===== src/design/telnet_ansi_line_editor_unit_macros.svh =====
// Assertion macros for the telnet_ansi_line_editor_unit top level.
// They rely on clk and arst_n being visible in the module that uses them.
`ifndef TELNET_ANSI_LINE_EDITOR_UNIT_MACROS_SVH
`define TELNET_ANSI_LINE_EDITOR_UNIT_MACROS_SVH

// Consequent checked in the same cycle.
`define TLAE_ASSERT_SAME(lbl, ante, cons, msg) \
	lbl: assert property (@(posedge clk) disable iff (!arst_n) (ante) |-> (cons)) \
		else $error(msg);

// Consequent checked in the cycle after the antecedent.
`define TLAE_ASSERT_NEXT(lbl, ante, cons, msg) \
	lbl: assert property (@(posedge clk) disable iff (!arst_n) (ante) |=> (cons)) \
		else $error(msg);

`endif


===== src/design/tlae_pkg.sv =====
// Shared types and defaults for the Telnet/ANSI line editor.
// No dependencies.
package tlae_pkg;

	localparam int LINE_CAPACITY_DEF   = 32;
	localparam int ESCAPE_CAPACITY_DEF = 13;

	typedef enum logic [3:0] {
		K_ECHO    = 4'd0,
		K_FLUSH   = 4'd1,
		K_PROMPT  = 4'd2,
		K_LINE    = 4'd3,
		K_INTR    = 4'd4,
		K_ESCAPE  = 4'd5,
		K_CONTROL = 4'd6,
		K_LDATA   = 4'd7,
		K_EDATA   = 4'd8
	} kind_t;

	// One result from the sequencer toward the output register.
	typedef struct packed {
		logic       valid;
		kind_t      kind;
		logic [7:0] value;
		logic       last;
	} emit_t;

endpackage


===== src/design/tlae_ram.sv =====
// Generic single-write, single-read RAM with registered read data.
// No dependencies.
module tlae_ram #(
	parameter int WIDTH = 8,
	parameter int DEPTH = 32,
	localparam int AW = (DEPTH > 1) ? $clog2(DEPTH) : 1
) (
	input  logic             clk,
	input  logic             wr_en,
	input  logic [AW-1:0]    wr_addr,
	input  logic [WIDTH-1:0] wr_data,
	input  logic [AW-1:0]    rd_addr,
	output logic [WIDTH-1:0] rd_data
);

	logic [WIDTH-1:0] mem_q [DEPTH];

	always_ff @(posedge clk) begin
		if (wr_en) begin
			mem_q[wr_addr] <= wr_data;
		end
		rd_data <= mem_q[rd_addr];
	end

endmodule


===== src/design/tlae_ctrl.sv =====
// Byte parser and result sequencer for the line editor.
// Uses tlae_pkg; drives the line and escape RAMs held by the top level.
module tlae_ctrl #(
	parameter int LINE_CAPACITY   = tlae_pkg::LINE_CAPACITY_DEF,
	parameter int ESCAPE_CAPACITY = tlae_pkg::ESCAPE_CAPACITY_DEF,
	localparam int LAW = (LINE_CAPACITY > 1) ? $clog2(LINE_CAPACITY) : 1,
	localparam int EAW = (ESCAPE_CAPACITY > 1) ? $clog2(ESCAPE_CAPACITY) : 1
) (
	input  logic                clk,
	input  logic                arst_n,
	input  logic                in_valid,
	output logic                in_ready,
	input  logic [7:0]          in_byte,
	input  logic                out_free,
	output tlae_pkg::emit_t     emit,
	output logic                lwr_en,
	output logic [LAW-1:0]      lwr_addr,
	output logic [7:0]          lwr_data,
	output logic [LAW-1:0]      lrd_addr,
	input  logic [7:0]          lrd_data,
	output logic                ewr_en,
	output logic [EAW-1:0]      ewr_addr,
	output logic [7:0]          ewr_data,
	output logic [EAW-1:0]      erd_addr,
	input  logic [7:0]          erd_data
);
	import tlae_pkg::*;

	localparam int LCW = $clog2(LINE_CAPACITY + 1);
	localparam int ECW = $clog2(ESCAPE_CAPACITY + 1);
	localparam int IW  = (LCW > ECW) ? LCW : ECW;

	localparam logic [7:0] B_NUL    = 8'h00;
	localparam logic [7:0] B_ETX    = 8'h03;
	localparam logic [7:0] B_BS     = 8'h08;
	localparam logic [7:0] B_LF     = 8'h0A;
	localparam logic [7:0] B_CR     = 8'h0D;
	localparam logic [7:0] B_ESC    = 8'h1B;
	localparam logic [7:0] B_SP     = 8'h20;
	localparam logic [7:0] B_CSI    = 8'h5B;
	localparam logic [7:0] B_FE_LO  = 8'h40;
	localparam logic [7:0] B_FE_HI  = 8'h5E;
	localparam logic [7:0] B_FIN_HI = 8'h7E;
	localparam logic [7:0] B_DEL    = 8'h7F;
	localparam logic [7:0] B_IP     = 8'hF4;
	localparam logic [7:0] B_WILL   = 8'hFB;
	localparam logic [7:0] B_DONT   = 8'hFE;
	localparam logic [7:0] B_IAC    = 8'hFF;

	typedef enum logic [6:0] {
		M_IDLE     = 7'b0000001,
		M_IAC      = 7'b0000010,
		M_IAC_OPT  = 7'b0000100,
		M_AFTER_CR = 7'b0001000,
		M_ESC      = 7'b0010000,
		M_CSI      = 7'b0100000,
		M_FE       = 7'b1000000
	} mode_t;

	typedef enum logic [9:0] {
		ST_IDLE     = 10'b0000000001,
		ST_CR_HEAD  = 10'b0000000010,
		ST_LDATA    = 10'b0000000100,
		ST_CR_TAIL  = 10'b0000001000,
		ST_INTR     = 10'b0000010000,
		ST_BKSP     = 10'b0000100000,
		ST_CTRL     = 10'b0001000000,
		ST_PRINT    = 10'b0010000000,
		ST_ESC_HEAD = 10'b0100000000,
		ST_EDATA    = 10'b1000000000
	} state_t;

	state_t         st_q, st_d;
	mode_t          mode_q, mode_d;
	logic [1:0]     step_q, step_d;
	logic [LCW-1:0] lcnt_q, lcnt_d;
	logic [ECW-1:0] ecnt_q, ecnt_d;
	logic [7:0]     byte_q, byte_d;
	logic [IW-1:0]  idx_q, idx_nxt;

	// Shared index unit: one incrementer and one compare serve both data runs.
	logic [IW-1:0]  idx_inc;
	logic [IW-1:0]  limit;
	logic           hit;
	logic           interp;

	assign idx_inc  = IW'(idx_q + 1'b1);
	assign limit    = (st_q == ST_EDATA) ? IW'(ecnt_q) : IW'(lcnt_q);
	assign hit      = (idx_inc == limit);
	assign in_ready = (st_q == ST_IDLE);
	assign lrd_addr = idx_nxt[LAW-1:0];
	assign erd_addr = idx_nxt[EAW-1:0];
	assign lwr_addr = lcnt_q[LAW-1:0];
	assign lwr_data = in_byte;
	assign ewr_data = in_byte;

	always_comb begin
		emit    = '{valid: 1'b0, kind: K_ECHO, value: 8'h00, last: 1'b0};
		st_d    = st_q;
		mode_d  = mode_q;
		step_d  = step_q;
		lcnt_d  = lcnt_q;
		ecnt_d  = ecnt_q;
		byte_d  = byte_q;
		idx_nxt = '0;
		lwr_en  = 1'b0;
		ewr_en  = 1'b0;
		ewr_addr = ecnt_q[EAW-1:0];
		interp  = 1'b0;

		unique case (st_q)
			ST_IDLE: begin
				if (in_valid) begin
					byte_d = in_byte;
					step_d = 2'd0;
					unique case (mode_q)
						M_IAC: begin
							if (in_byte == B_IP) begin
								st_d   = ST_INTR;
								mode_d = M_IDLE;
							end else if (in_byte >= B_WILL && in_byte <= B_DONT) begin
								mode_d = M_IAC_OPT;
							end else begin
								mode_d = M_IDLE;
							end
						end
						M_IAC_OPT: mode_d = M_IDLE;
						M_AFTER_CR: begin
							if (in_byte == B_NUL) begin
								mode_d = M_IDLE;
							end else begin
								interp = 1'b1;
							end
						end
						M_ESC: begin
							ewr_en   = 1'b1;
							ewr_addr = '0;
							ecnt_d   = ECW'(1);
							if (in_byte == B_CSI) begin
								mode_d = M_CSI;
							end else if (in_byte >= B_FE_LO && in_byte <= B_FE_HI) begin
								mode_d = M_FE;
							end else begin
								mode_d = M_IDLE;
								st_d   = ST_ESC_HEAD;
							end
						end
						M_CSI: begin
							if (ecnt_q < ECW'(ESCAPE_CAPACITY)) begin
								ewr_en = 1'b1;
								ecnt_d = ECW'(ecnt_q + 1'b1);
							end
							if (in_byte >= B_FE_LO && in_byte <= B_FIN_HI) begin
								mode_d = M_IDLE;
								st_d   = ST_ESC_HEAD;
							end
						end
						M_FE: begin
							if (ecnt_q < ECW'(ESCAPE_CAPACITY)) begin
								ewr_en = 1'b1;
								ecnt_d = ECW'(ecnt_q + 1'b1);
							end
							mode_d = M_IDLE;
							st_d   = ST_ESC_HEAD;
						end
						default: interp = 1'b1;
					endcase
				end
			end
			ST_CR_HEAD: begin
				emit.valid = 1'b1;
				unique case (step_q)
					2'd0: emit.kind = K_FLUSH;
					2'd1: begin
						emit.value = B_CR;
					end
					2'd2: begin
						emit.value = B_LF;
					end
					default: begin
						emit.kind  = K_LINE;
						emit.value = 8'(lcnt_q);
					end
				endcase
				if (out_free) begin
					if (step_q == 2'd3) begin
						step_d = 2'd0;
						st_d   = (lcnt_q == '0) ? ST_CR_TAIL : ST_LDATA;
					end else begin
						step_d = step_q + 2'd1;
					end
				end
			end
			ST_LDATA: begin
				emit.valid = 1'b1;
				emit.kind  = K_LDATA;
				emit.value = lrd_data;
				idx_nxt    = idx_q;
				if (out_free) begin
					if (hit) begin
						st_d    = ST_CR_TAIL;
						idx_nxt = '0;
					end else begin
						idx_nxt = idx_inc;
					end
				end
			end
			ST_CR_TAIL: begin
				emit.valid = 1'b1;
				emit.kind  = step_q[0] ? K_PROMPT : K_FLUSH;
				emit.last  = step_q[0];
				if (out_free) begin
					if (step_q[0]) begin
						st_d   = ST_IDLE;
						step_d = 2'd0;
						lcnt_d = '0;
					end else begin
						step_d = 2'd1;
					end
				end
			end
			ST_INTR: begin
				emit.valid = 1'b1;
				emit.kind  = step_q[0] ? K_INTR : K_FLUSH;
				emit.last  = step_q[0];
				if (out_free) begin
					st_d   = step_q[0] ? ST_IDLE : ST_INTR;
					step_d = step_q[0] ? 2'd0 : 2'd1;
				end
			end
			ST_BKSP: begin
				emit.valid = 1'b1;
				emit.value = (step_q == 2'd1) ? B_SP : B_BS;
				emit.last  = (step_q == 2'd2);
				if (out_free) begin
					if (step_q == 2'd2) begin
						st_d   = ST_IDLE;
						step_d = 2'd0;
					end else begin
						step_d = step_q + 2'd1;
					end
				end
			end
			ST_CTRL: begin
				emit.valid = 1'b1;
				emit.kind  = K_CONTROL;
				emit.value = byte_q;
				emit.last  = 1'b1;
				if (out_free) begin
					st_d = ST_IDLE;
				end
			end
			ST_PRINT: begin
				emit.valid = 1'b1;
				emit.kind  = step_q[0] ? K_ECHO : K_FLUSH;
				emit.value = step_q[0] ? byte_q : 8'h00;
				emit.last  = step_q[0];
				if (out_free) begin
					st_d   = step_q[0] ? ST_IDLE : ST_PRINT;
					step_d = step_q[0] ? 2'd0 : 2'd1;
				end
			end
			ST_ESC_HEAD: begin
				emit.valid = 1'b1;
				emit.kind  = K_ESCAPE;
				emit.value = 8'(ecnt_q);
				emit.last  = (ecnt_q == '0);
				if (out_free) begin
					st_d = (ecnt_q == '0) ? ST_IDLE : ST_EDATA;
				end
			end
			ST_EDATA: begin
				emit.valid = 1'b1;
				emit.kind  = K_EDATA;
				emit.value = erd_data;
				emit.last  = hit;
				idx_nxt    = idx_q;
				if (out_free) begin
					if (hit) begin
						st_d    = ST_IDLE;
						ecnt_d  = '0;
						idx_nxt = '0;
					end else begin
						idx_nxt = idx_inc;
					end
				end
			end
			default: st_d = ST_IDLE;
		endcase

		// Ordinary byte handling, shared by idle mode and the byte after CR.
		if (interp) begin
			mode_d = M_IDLE;
			priority if (in_byte == B_IAC) begin
				mode_d = M_IAC;
			end else if (in_byte == B_CR) begin
				st_d   = ST_CR_HEAD;
				mode_d = M_AFTER_CR;
			end else if (in_byte == B_ETX) begin
				st_d = ST_INTR;
			end else if (in_byte == B_DEL) begin
				if (lcnt_q != '0) begin
					st_d   = ST_BKSP;
					lcnt_d = LCW'(lcnt_q - 1'b1);
				end
			end else if (in_byte == B_ESC) begin
				mode_d = M_ESC;
			end else if (in_byte < B_SP) begin
				st_d = ST_CTRL;
			end else begin
				st_d = ST_PRINT;
				if (lcnt_q < LCW'(LINE_CAPACITY)) begin
					lwr_en = 1'b1;
					lcnt_d = LCW'(lcnt_q + 1'b1);
				end
			end
		end
	end

	always_ff @(posedge clk or negedge arst_n) begin
		if (!arst_n) begin
			st_q   <= ST_IDLE;
			mode_q <= M_IDLE;
			step_q <= 2'd0;
			lcnt_q <= '0;
			ecnt_q <= '0;
			idx_q  <= '0;
		end else begin
			st_q   <= st_d;
			mode_q <= mode_d;
			step_q <= step_d;
			lcnt_q <= lcnt_d;
			ecnt_q <= ecnt_d;
			idx_q  <= idx_nxt;
		end
	end

	always_ff @(posedge clk) begin
		byte_q <= byte_d;
	end

endmodule


===== src/design/telnet_ansi_line_editor_unit.sv =====
// Telnet/ANSI line editor top level: sequencer, line and escape RAMs, output register.
// Uses tlae_pkg, tlae_ram, tlae_ctrl and the assertion macro header.
// A byte that causes results holds s_tready low until its last one is taken; one causing none
// leaves it high. The sequencer issues one result per cycle into the output register; the first
// result of a byte passes the state and output registers; output stalls pause the sequencer.
// Reset clears parser mode, counts and handshake state at once; RAM contents are not cleared.
`include "telnet_ansi_line_editor_unit_macros.svh"

module telnet_ansi_line_editor_unit #(
	parameter int LINE_CAPACITY   = tlae_pkg::LINE_CAPACITY_DEF,
	parameter int ESCAPE_CAPACITY = tlae_pkg::ESCAPE_CAPACITY_DEF
) (
	input  logic       clk,
	input  logic       arst_n,
	input  logic       s_tvalid,
	output logic       s_tready,
	input  logic [7:0] s_tdata,   // [7:0] byte_in
	output logic       m_tvalid,
	input  logic       m_tready,
	output logic [7:0] m_tdata,   // [7:0] value
	output logic [3:0] m_tuser,   // [3:0] kind
	output logic       m_tlast
);
	import tlae_pkg::*;

	localparam int LAW = (LINE_CAPACITY > 1) ? $clog2(LINE_CAPACITY) : 1;
	localparam int EAW = (ESCAPE_CAPACITY > 1) ? $clog2(ESCAPE_CAPACITY) : 1;

	emit_t          emit;
	logic           out_free;
	logic           m_tvalid_q;
	kind_t          kind_q;
	logic [7:0]     value_q;
	logic           last_q;

	logic           lwr_en, ewr_en;
	logic [LAW-1:0] lwr_addr, lrd_addr;
	logic [EAW-1:0] ewr_addr, erd_addr;
	logic [7:0]     lwr_data, lrd_data, ewr_data, erd_data;

	assign out_free = !m_tvalid_q || m_tready;

	tlae_ctrl #(
		.LINE_CAPACITY   (LINE_CAPACITY),
		.ESCAPE_CAPACITY (ESCAPE_CAPACITY)
	) u_ctrl (
		.clk      (clk),
		.arst_n   (arst_n),
		.in_valid (s_tvalid),
		.in_ready (s_tready),
		.in_byte  (s_tdata),
		.out_free (out_free),
		.emit     (emit),
		.lwr_en   (lwr_en),
		.lwr_addr (lwr_addr),
		.lwr_data (lwr_data),
		.lrd_addr (lrd_addr),
		.lrd_data (lrd_data),
		.ewr_en   (ewr_en),
		.ewr_addr (ewr_addr),
		.ewr_data (ewr_data),
		.erd_addr (erd_addr),
		.erd_data (erd_data)
	);

	tlae_ram #(
		.WIDTH (8),
		.DEPTH (LINE_CAPACITY)
	) u_line_ram (
		.clk     (clk),
		.wr_en   (lwr_en),
		.wr_addr (lwr_addr),
		.wr_data (lwr_data),
		.rd_addr (lrd_addr),
		.rd_data (lrd_data)
	);

	tlae_ram #(
		.WIDTH (8),
		.DEPTH (ESCAPE_CAPACITY)
	) u_esc_ram (
		.clk     (clk),
		.wr_en   (ewr_en),
		.wr_addr (ewr_addr),
		.wr_data (ewr_data),
		.rd_addr (erd_addr),
		.rd_data (erd_data)
	);

	// Output register parts the sequencer from the downstream request.
	always_ff @(posedge clk or negedge arst_n) begin
		if (!arst_n) begin
			m_tvalid_q <= 1'b0;
		end else if (out_free) begin
			m_tvalid_q <= emit.valid;
		end
	end

	always_ff @(posedge clk) begin
		if (out_free && emit.valid) begin
			kind_q  <= emit.kind;
			value_q <= emit.value;
			last_q  <= emit.last;
		end
	end

	assign m_tvalid = m_tvalid_q;
	assign m_tdata  = value_q;
	assign m_tuser  = kind_q;
	assign m_tlast  = last_q;

	`TLAE_ASSERT_SAME(a_busy_not_ready, emit.valid, !s_tready, "ready raised while results pending")
	`TLAE_ASSERT_NEXT(a_chain_continues, emit.valid && !emit.last && out_free, emit.valid, "result chain broken before last")
	`TLAE_ASSERT_SAME(a_intr_is_last, m_tvalid && (m_tuser == K_INTR || m_tuser == K_PROMPT), m_tlast, "interrupt or prompt not marked last")

endmodule

===== config.mk =====
export PLATFORM = sky130hd
export DESIGN_NAME = telnet_ansi_line_editor_unit
export DESIGN_NICKNAME = d
export VERILOG_FILES = /design/src/design/tlae_pkg.sv /design/src/design/tlae_ram.sv /design/src/design/tlae_ctrl.sv /design/src/design/telnet_ansi_line_editor_unit.sv
export VERILOG_INCLUDE_DIRS = /design/src /design/src/design
export SDC_FILE = /design/constraint.sdc
export NUM_CORES = 1
export LEC_CHECK = 0
export CORE_MARGIN = 3
export CORE_UTILIZATION = 34
export DETAILED_ROUTE_END_ITERATION = 16
export DONT_BUFFER_PORTS = 1
export SYNTH_ARGS = -nofsm -noshare
export SYNTH_HDL_FRONTEND = slang
export SYNTH_SLANG_ARGS = --single-unit

===== constraint.sdc =====
create_clock -name clk -period 5.5 [get_ports clk]
set_input_delay 1.1 -clock clk [delete_from_list [all_inputs] [get_ports clk]]
set_output_delay 1.1 -clock clk [all_outputs]
set_load 0.02 [all_outputs]

==> summary.txt <==
Detailed routing
  • Vias: 14,665
  • Routed WL: 57.4 mm
  • Post-route antenna net violation count: 0
  • DRT iter0 DRCs: 1,565
  • Initial DRT Pass Iterations: 5
  • WL/cell: 22.8 um
  • Drt drc: 0
  • Vias per cell: 5.82

CTS
  • CTS H-tree depth: 2
  • Clock slew at reported path FFs: 0.07 ns
  • Clk Latency, worst-skew pair: 0.57 ns
  • Post-cts gate resize count: 0
  • Root Driver: clkbuf_16
  • Post-CTS Setup Inserts: 0
  • Hold_buf cts: 0
  • CTS Buf Count: 45
  • CTS Sinks: 433
  • Max Buffers Root-to-Sink: 3
  • CTS tree: yes

Setup path
  • CP arrival: 4.76 ns
  • R2r startpoint: u_ctrl.st_q[2]
  • Crit. End Element: flop
  • Crit Path Category: reg -> reg
  • Slowest cell on the critical path: nor2_1
  • Critical Path RT: 5.69 ns
  • R2R Setup Slk: 0.93 ns
  • Critical Path Start Type: flop
  • Worst path most repeated cell: nand2_1
  • Reg2reg path depth: 11
  • Crit-path max FO: 9
  • FF-to-FF End: u_line_ram.mem_q[27][4]
  • Crit path cell chain: nor4_1, nand2_1, nor3b_2, buf_4, nand2_1, a211oi_2, nand2_1, or2_2, nor2_1, nand2_1, nor2_1
  • Max incr delay on CP: 0.77 ns

Final layout
  • Most frequent cells in the layout: edfxtp_1 (381), nand2_1 (316), nor2_1 (102)
  • Fin nets: 1,741
  • Most common cell after layout, fill and taps aside: edfxtp_1
  • Layout Cells excl Fill: 2,519
  • Util after Layout: 0.386
  • Area growth syn-to-layout: 11.1%
  • Share of cells above drive strength 1: 0.0901
  • # diodes: 0

Global route
  • M1 GR Usage: 0.245
  • Vias in the first global route: 13,894
  • Grt met3 use: 0.0257
  • GR Layer Usage met2: 0.286
  • Total GRT Usage: 0.177
  • Largest net degree at the start of global routing: 93
  • Overflow after GRT: 0
  • First-pass GRT wire length: 86.1 mm
  • Gr busiest metal: met2
  • Initial antenna violation count: 0

Logic synthesis
  • Yosys top cell area share: 0.565
  • Syn Std Cell Area: 20,200 um^2
  • Synth Net Count: 1,773
  • Seq/Total Area, Yosys: 0.626
  • Leading area contributor after synthesis: edfxtp_1
  • Mean Syn Cell Area: 11.6 um^2
  • Synth top area cells: edfxtp_1 (57%), nand2_1 (5.9%), dfrtp_1 (4.2%)
  • Synth cell types: 90
  • Post-synth EDFFs: 381
  • Main synth FF type: edfxtp_1
  • Yosys warns: 0
  • Cells after Synth: 1,749
  • Seq cells post-synth: 433
  • Ys async rst share: 0.0831

STA
  • Slew Limit Fails: 0
  • Fin. Hold Viols: 0
  • RSZ-0062 raised after global routing: false
  • Slew @ Worst Pin: 1.18 ns
  • Peak Freq: 0.219 GHz
  • Slew HR: 0.208
  • Period minus WS final: 4.57 ns
  • Worst clock skew: 0.0269 ns
  • Setup TNS: 0 ns
  • Final setup viols: 0
  • Final period util: 0.830

Status
  • Status: complete, no violations

Die
  • CORE AREA: 58,400 um^2
  • Die Area: 62,500 um^2
  • Die height: 250 um
  • # rows: 88
  • DIE WIDTH: 250 um
  • Initial Util: 0.347
  • Io pins: 27

Pwr
  • Worst VDD drop: 0.209 mV
  • Leak: 7.77 nW
  • Cell Pwr Density: 364 nW/um^2

Place
  • I/O Buffers: 0
  • Final GP Congestion: 0.928
  • DP Wirelength: 36.1 mm
  • Dpl cells: 2,435

Hold path
  • Min-Delay Path Class: in -> async

Run
  • Max_cap viols: 0
[where the power goes]
part,total [W],leakage [nW],internal (W),switching (W)
Sequential,0.00389,4.05,0.00372,0.000170
Clock,0.00301,0.715,0.00171,0.00130
Combinational,0.00130,3.01,0.000421,0.000880
Total,0.00820,7.77,0.00585,0.00235
[worst max path at each step]
stage / start / end / slack, ns / cells after the start
5_1_grt: u_ctrl.st_q[2] / u_line_ram.mem_q[27][5] / 0.68 / 11
2_1_floorplan: u_ctrl.st_q[4] / u_line_ram.mem_q[16][0] / 1.64 / 13
6_report: u_ctrl.st_q[2] / u_line_ram.mem_q[27][4] / 0.93 / 11
3_5_place_dp: u_ctrl.st_q[2] / u_line_ram.mem_q[27][1] / 1.05 / 11
4_1_cts: u_ctrl.st_q[2] / u_line_ram.mem_q[27][4] / 1.02 / 11
3_3_place_gp: u_ctrl.st_q[2] / u_line_ram.mem_q[26][0] / 1.15 / 11
[metrics by stage]
step	worst slack (ns)	power, W	area, um^2	hold WS [ns]
finish	0.932	0.00820	22500	0.229
global route	0.677	0.00851	22500	0.206
CTS	1.02	0.00822	22500	0.202
detailed placement	1.05	0.00524	21000	0.512
global placement	1.15	0.00524	21000	0.510
floorplan	1.64	0.00485	20200	0.479
[sequential cells by signal, indices dropped and copies added (netlist names)]
signal / flops
u_ctrl.step_q: 2
u_ctrl.mode_q: 7
m_tlast: 1
u_ctrl.lcnt_q: 6
m_tdata: 8
u_ctrl.idx_q: 6
u_esc_ram.mem_q: 104
m_tvalid: 1
u_ctrl.byte_q: 8
u_ctrl.st_q: 10
u_esc_ram.rd_data: 8
u_line_ram.mem_q: 256
u_ctrl.ecnt_q: 4
m_tuser: 4
u_line_ram.rd_data: 8
[cell usage after synthesis (6+ instances only)]
master    number
a21oi_1       44
a22o_1         8
a22oi_1       27
a311oi_1       7
a31o_2         7
a31oi_1       19
a32oi_1       26
and3_1        24
buf_1         10
buf_2         24
buf_4          6
clkbuf_1      74
dfrtp_1       34
dfxtp_1       16
edfxtp_1     381
ha_1          12
inv_1         25
mux2i_1       33
nand2_1      316
nand2b_1      14
nand3_1       72
nand4_1        6
nor2_1       102
nor2b_1        8
nor3_1        35
nor3b_1        7
nor4_1        14
o211a_1       16
o211ai_1      38
o21a_1         7
o21ai_0       79
o21ai_1       13
o221ai_1      22
o22a_1        14
o22ai_1       73
o31ai_1        9
or3_1         10
xnor2_1       11
[logic make-up (layout without fill, tap and decap cells)]
kind of cell               count (synthesis)  in the layout  synth area share
buffers and inverters                    145            150            0.0300
adders and majority gates                 12             12           0.00742
xor gates and xnor gates                  16             16           0.00760
AOI/OAI and AO/OA                        458            458             0.161
DFF                                      433            433             0.626
muxes                                     38             38            0.0191
and+or+nand+nor                          647            647             0.149
[routing by layer]
metal  wire (um)  up-vias
li1            -     6646
met4        1840        0
met3        4320      114
met5           0        -
met1       24500     7274
met2       26800      631
[worst max-delay path, delay by kind of cell (launching register included)]
kind,cells,cell delay (ns)
AO/OA/AOI/OAI,1,0.38
buffers and inverters,1,0.20
AND/OR/NAND/NOR,9,3.16
flip-flops,1,0.46
[cell type report]
class / count / area [um^2]
Clock buffer: 63 / 1300
Clock inverter: 21 / 159
Fill cell: 5523 / 35900
Inverter: 30 / 116
Multi-Input combinational cell: 1171 / 7000
Sequential cell: 433 / 12700
Tap cell: 765 / 957
Timing Repair Buffer: 36 / 295
Note: power is estimated with default switching activity, not from simulation.
